### src/mrgs_pkg.sv
// package for merge_sort_batch: sizes, state type, control structs and value conversion
`timescale 1ns / 1ps

package mrgs_pkg;

  localparam int MAX_ITEMS  = 64;
  localparam int VALUE_BITS = 32;
  localparam int IDX_W      = (MAX_ITEMS > 1) ? $clog2(MAX_ITEMS) : 1;
  localparam int CNT_W      = $clog2(MAX_ITEMS + 1);
  localparam int SUM_W      = CNT_W + 2;

  typedef logic signed [VALUE_BITS-1:0] val_t;
  typedef logic [CNT_W-1:0]             cnt_t;

  typedef enum logic [1:0] {
    ST_LOAD,
    ST_PASS,
    ST_MERGE,
    ST_EMIT
  } state_t;

  typedef struct packed {
    logic load;
    logic merge_init;
    logic merge_step;
    logic emit_init;
    logic emit_step;
  } cmd_t;

  typedef struct packed {
    logic sorted;
    logic pass_end;
    logic emit_last;
    logic out_free;
  } status_t;

  function automatic val_t to_store(input logic [31:0] v);
    logic signed [63:0] ext;
    ext = 64'(signed'(v));
    return val_t'(ext[VALUE_BITS-1:0]);
  endfunction

  function automatic logic [31:0] to_out(input val_t s);
    logic signed [63:0] ext;
    ext = 64'(s);
    return ext[31:0];
  endfunction

endpackage

### src/mrgs_ctrl.sv
// controller for merge_sort_batch: load, pass setup, merge and emit sequencing
`timescale 1ns / 1ps

module mrgs_ctrl
  import mrgs_pkg::*;
(
  input  logic    clk,
  input  logic    rst_n,
  input  logic    in_valid,
  input  logic    in_last,
  input  status_t status,
  output logic    in_ready,
  output cmd_t    cmd
);

  state_t state_r, state_nxt;

  always_ff @(posedge clk) begin
    if (!rst_n) begin
      state_r <= ST_LOAD;
    end else begin
      state_r <= state_nxt;
    end
  end

  always_comb begin
    state_nxt = state_r;
    unique case (state_r)
      ST_LOAD: begin
        if (in_valid && in_last) state_nxt = ST_PASS;
      end
      ST_PASS: begin
        state_nxt = status.sorted ? ST_EMIT : ST_MERGE;
      end
      ST_MERGE: begin
        if (status.pass_end) state_nxt = ST_PASS;
      end
      ST_EMIT: begin
        if (status.out_free && status.emit_last) state_nxt = ST_LOAD;
      end
      default: state_nxt = ST_LOAD;
    endcase
  end

  always_comb begin
    in_ready = 1'b0;
    cmd      = '0;
    unique case (state_r)
      ST_LOAD: begin
        in_ready = 1'b1;
        cmd.load = in_valid;
      end
      ST_PASS: begin
        cmd.emit_init  = status.sorted;
        cmd.merge_init = !status.sorted;
      end
      ST_MERGE: begin
        cmd.merge_step = 1'b1;
      end
      ST_EMIT: begin
        cmd.emit_step = status.out_free;
      end
      default: begin
        in_ready = 1'b0;
      end
    endcase
  end

endmodule

### config.mk
export PLATFORM = sky130hd
export DESIGN_NAME = mrgs_ctrl
export DESIGN_NICKNAME = d
export VERILOG_FILES = /design/src/mrgs_pkg.sv /design/src/mrgs_ctrl.sv
export SDC_FILE = /design/constraint.sdc
export NUM_CORES = 1
export LEC_CHECK = 0
export ABC_AREA = 0
export ABC_CLOCK_PERIOD_IN_PS = 1900
export BUFFER_PORTS_ARGS = -buffer_cell sky130_fd_sc_hd__buf_2
export CORE_AREA = 3 3 40 42
export DETAILED_ROUTE_END_ITERATION = 16
export DIE_AREA = 0 0 43 45
export GPL_ROUTABILITY_DRIVEN = 0
export SYNTH_ARGS = -nofsm -noshare
export SYNTH_HDL_FRONTEND = slang
export SYNTH_SLANG_ARGS = --single-unit
### constraint.sdc
create_clock -name clk -period 1.9 [get_ports clk]
set_input_delay 0.38 -clock clk [delete_from_list [all_inputs] [get_ports clk]]
set_output_delay 0.38 -clock clk [all_outputs]
set_load 0.05 [all_outputs]
==> flow_summary.yaml, run 1 <==
routing:
  ant_nets: 0
  first_pass_iters: 2
  vias: 177
  avgRoutedWirePerCell_um: 8.792
  drt_wl_total_um: 422
  initialDrtViolationCount: 1
  drc: 0
  via_per_inst: 3.688
run_status:
  status: "finished, final reports clean"
synthesis:
  syn_area_per_cell_um2: 7.716
  synth-xor-area-share: 0
  synth_compound_area_frac: 0.1982
  yosys-mux-area-fraction: 0
  syn_area_um2: 138.9
  synthDistinctLibCells: 16
  syn-num-nets: 26
  ys_ff_latch: 2
  synthCells: 18
  seq_area_frac_synth: 0.2883
  synth_adder_area_share: 0
  yosys.area_share.simple: 0.4775
  synth_warnings: 0
  synth_top_family_by_area: "simple AND/OR/NAND/NOR gates"
final_layout:
  fill_cells: 149
  final_nets: 43
  diodes: 0
  largest_reg_flops: 2
  regMostFlops: "state_r"
  areaGrowthSynthToFinish_pct: 76.58
  mostFrequentLayoutCells: "buf_2, clkbuf_4, nor2_1, dfxtp_1"
  drive_above_1_share: 0.6364
  reg_top3: "state_r x2"
  final_common_cell: "buf_2"
  stdcell_count: 48
power:
  clkPwrFrac: 0.445
  ir_drop_v: 0.0001336
  pwr-share-seq: 0.252
  combPwrFrac: 0.303
  power.internal_w: 0.0001354
  p_per_area_mw_per_mm2: 841.3
  p_leak_nw: 0.1268
  p_switching_w: 0.00007092
  swShare: 0.3437
sta:
  slew_headroom: 0.8224
  finalHoldViolCount: 0
  skew_ps: 2.117
  slew_violations: 0
  fmax_mhz: 638.6
  rsz0062_at_grt: "no"
  setup_tns_ps: 0
  finalCriticalPeriod_ps: 1566
  worst_pin_slew_ps: 266.1
  setup_viol: 0
  fin_crit_sh: 0.8242
worst_setup_path:
  critPathRequiredTime_ps: 1520
  end_kind: "output port"
  critical_path_class: "register to output port"
  reg2reg_slack_ps: 800
  path_max_fanout: 9
  start_kind: "register"
  crit_arrival_ps: 1190
clock_network:
  ctsHtreeMaxLevel: 1
  clockBufferDepth: 2
  clk_latency_ps: 220
  numCtsBuffers: 3
  clkTransAtPathRegs_ps: 30
  cts.sink_count: 2
  root_buffer: "clkbuf_4"
  cts_tree: "yes"
  ctsHoldBuffers: 0
  cts_resized: 0
  post_cts_buffers: 0
global_routing:
  grt_pass1_vias: 181
  grt-ovfl-total: 0
  grt_max_degree: 10
  grt_usage: 0.05648
  antenna_found_initial: 0
  grt_pass1_wl_um: 779
placement:
  port-buffer-count: 13
  placedCellCount: 45
min_path:
  hp-class: "input pin to register"
floorplanning:
  die_w_um: 43
  dieArea_mm2: 0.001935
  die_h_um: 45
  io_pins: 14
  start_util: 0.1081
  core_mm2: 0.001285
  row_count: 13
flow_run:
  drv_cap: 0
[stage by stage]
stage	total power [W]	cell area [um^2]	hold slack, ps	setup slack [ps]	util
2_1_floorplan	0.00009787	143.9	507.9	240.1	-
3_3_place_gp	0.0001150	222.7	606.1	539.3	0.1733
3_5_place_dp	0.0001161	222.7	611.4	541.3	0.1733
4_1_cts	0.0002148	245.2	377.9	298.5	0.1908
5_1_grt	0.0002240	245.2	383.5	180.7	0.1908
6_report	0.0002063	245.2	384.6	334.0	0.1908
[cells in the mapped netlist]
library cell,instances,share of area
a22oi_1,1,0.054
a31oi_1,1,0.045
and2_2,1,0.054
and2b_2,1,0.063
and3_1,1,0.045
and3_2,1,0.054
clkbuf_2,1,0.036
dfxtp_1,2,0.29
nand2_1,1,0.027
nand3_1,1,0.036
nor2_1,2,0.054
nor2_2,1,0.045
nor2b_1,1,0.045
nor3b_1,1,0.054
o21ai_0,1,0.036
o31a_1,1,0.063
[routing by layer]
layer / track usage / share of wire
met1: 0.06220 / 0.36
met2: 0.08982 / 0.58
met3: 0.01195 / 0.059
met4: 0.05422 / 0
met5: 0 / 0
[final cells by class]
type                            count  area [um^2]  area share
Multi-Input combinational cell     15        98.84      0.4031
Timing Repair Buffer               13        65.06      0.2653
Sequential cell                     2        40.04      0.1633
Clock buffer                        3        22.52     0.09184
Tap cell                           15        18.77     0.07653
[worst paths after layout]
| check | end | start | cells past startpoint |
|---|---|---|---|
| worst max-delay path | cmd[1] | state_r[0]$_SDFFE_PN0P_ | 3 |
| worst min-delay path | state_r[1]$_SDFFE_PN0P_ | rst_n | 2 |
| worst max register to register | state_r[0]$_SDFFE_PN0P_ | state_r[1]$_SDFFE_PN0P_ | 3 |
| worst min register to register | state_r[1]$_SDFFE_PN0P_ | state_r[0]$_SDFFE_PN0P_ | 2 |
[power groups by stage]
stage	combinational, W	sequential (W)	clock (W)
floorplan	0.0000494	0.0000485	0
global placement	0.0000622	0.0000528	0
detailed placement	0.0000631	0.0000530	0
CTS	0.0000632	0.0000523	0.0000993
global route	0.0000678	0.0000539	0.000102
finish	0.0000625	0.0000520	0.0000919
[logic make-up after synthesis]
family / Yosys count
and+or+nand+nor: 11
AOI/OAI and AO/OA: 4
DFF: 2
buffers and inverters: 1
[worst max-delay path, cell delays in order, from the launching register on]
cell     delay (ps)
dfxtp_1         450
nand2_1          90
nor2_1          140
buf_2           290
(Power assumes the default switching activity.)
==> inputs of run 2 (changes only) <==
ABC_CLOCK_PERIOD_IN_PS = 1300   (was 1900)
clock period = 1.3 ns   (was 1.9 ns; I/O delays follow)
==> run 2 against run 1 <==
- utilization up 3.6 points
- via count up 4.0%
- clock-buffer cell count unchanged
- clock power up 48%
- first-iteration DRC count down 100%
- sequential power up 50%
- global-route usage down 1.2 points
- sequential share of layout area about the same
- hold slack worse by 110 ps
- clock skew up 0.90 ps
- power up 56%
==> flow_summary.yaml, run 2 (synthesis gave the netlist of run 1 again) <==
clock_network:
  cts_tree: "yes"
  cts.sink_count: 2
  post_cts_buffers: 0
  clkTransAtPathRegs_ps: 30
  ctsHtreeMaxLevel: 1
  numCtsBuffers: 3
  clk_latency_ps: 220
  root_buffer: "clkbuf_4"
  clockBufferDepth: 2
min_path:
  hp-class: "input pin to register"
  hp-start: "rst_n"
worst_setup_path:
  startpoint: "state_r[0]$_SDFFE_PN0P_"
  crit_arrival_ps: 1010
  slowest_stage: "dfxtp_4"
  cpPeakStageDelay_ps: 380
  end_kind: "output port"
  timing.rr.start: "state_r[1]$_SDFFE_PN0P_"
  critPathTopFamily: "flip-flops"
  path_buf_inv: 1
  path_cells: "and2b_2 -> buf_4"
  start_kind: "register"
  path_max_fanout: 9
  critical_path_class: "register to output port"
  critPathRequiredTime_ps: 1040
placement:
  dp_slack_ps: 49.74
  dpl_cell_area_um2: 231.5
  port-buffer-count: 13
floorplanning:
  dieArea_mm2: 0.001935
  start_util: 0.1081
  die_w_um: 43
  core_mm2: 0.001285
  row_count: 13
  io_pins: 14
  die_h_um: 45
sta:
  rsz0062_at_grt: "no"
  slew_violations: 0
  setup_tns_ps: 0
  fin_ws_ps: 31.51
  fmax_mhz: 788.3
  worst_pin_slew_ps: 253.0
  fin_crit_sh: 0.9758
  finalCriticalPeriod_ps: 1268
  skew_ps: 3.021
  setup_viol: 0
  slew_headroom: 0.8325
  finalHoldViolCount: 0
final_layout:
  final_nets: 43
  fin_area_um2: 291.5
  areaGrowthSynthToFinish_pct: 109.9
  reg_top3: "state_r x2"
  mostFrequentLayoutCells: "buf_2, clkbuf_4, buf_6"
  final_common_cell: "buf_2"
  regMostFlops: "state_r"
  largest_reg_flops: 2
  diodes: 0
  drive_above_1_share: 0.7273
global_routing:
  grt-ovfl-total: 0
  grt_pass1_vias: 172
  grt_usage: 0.04485
  grt_max_degree: 10
  grt_pass1_wl_um: 600
  antenna_found_initial: 0
routing:
  drt_wl_total_um: 416
  ant_nets: 0
  via_per_inst: 3.833
  vias: 184
  first_pass_iters: 1
  initialDrtViolationCount: 0
  drc: 0
  avgRoutedWirePerCell_um: 8.667
power:
  ir_drop_v: 0.0001731
  p_per_area_mw_per_mm2: 1105
  p_leak_nw: 0.1344
flow_run:
  drv_cap: 0
run_status:
  status: "finished, final reports clean"
[run 2: cell count changes in the layout (fill, tap and decap cells not counted)]
| cell | change |
|---|---|
| dfxtp_4 | +2 |
| buf_4 | +2 |
| nor3b_4 | +1 |
| nor2_4 | +1 |
| dfxtp_1 | -2 |
| and2_2 | -1 |
| buf_6 | +3 |
| nor3b_2 | -1 |
| nor2_1 | -1 |
| buf_2 | -5 |
| and2_4 | +1 |
[run 2: worst paths after layout]
kind                                   to  slack [ps]  depth (start not counted)
setup / recovery                   cmd[2]          30                          2
hold / removal    state_r[0]$_SDFFE_PN0P_         270                          2
setup reg to reg  state_r[0]$_SDFFE_PN0P_         310                          3
hold reg to reg   state_r[1]$_SDFFE_PN0P_         600                          2
[run 2: per-stage QoR]
step           utilization  total power (W)  instances  hold slack [ps]
4_1_cts             0.2113        0.0003223         48            266.0
5_1_grt             0.2269        0.0003381         48            267.2
3_3_place_gp        0.1801        0.0001750         45            502.5
3_5_place_dp        0.1801        0.0001754         45            499.3
6_report            0.2269        0.0003221         48            269.8
2_1_floorplan            -        0.0001491         18            387.9
[run 2: routing by layer]
metal / share of wire / vias up / GRT usage
li1: - / 96 / -
met3: 0.060 / 0 / 0
met5: 0 / - / 0
met2: 0.60 / 5 / 0.08084
met1: 0.34 / 83 / 0.03589
met4: 0 / 0 / 0.07229
[run 2: report_power, final]
part | switching, W | leakage [nW] | internal (W)
Sequential | 0.0000122 | 0.0178 | 0.0000660
Combinational | 0.0000644 | 0.103 | 0.0000438
Clock | 0.0000340 | 0.0138 | 0.000102
Total | 0.000111 | 0.134 | 0.000212
[run 2: layout make-up]
class,instances,area [um^2]
fill,159,993.5
multi-input combinational,15,113.9
timing repair buffer,13,88.84
sequential,2,47.55
clock buffer,3,22.52
tap,15,18.77
[run 2: worst reg2reg max path, cell delays in order (launching register included)]
cell and delay [ps]:
dfxtp_4 400, nor2_4 50, and3_1 170, o31a_1 260
[run 2: repair_timing]
item / in CTS / in global routing
endpoints found under the hold margin: 0 / 0
hold buffers: 0 / 0
setup endpoints to repair: 6 / 4
gates resized for setup: 8 / 5
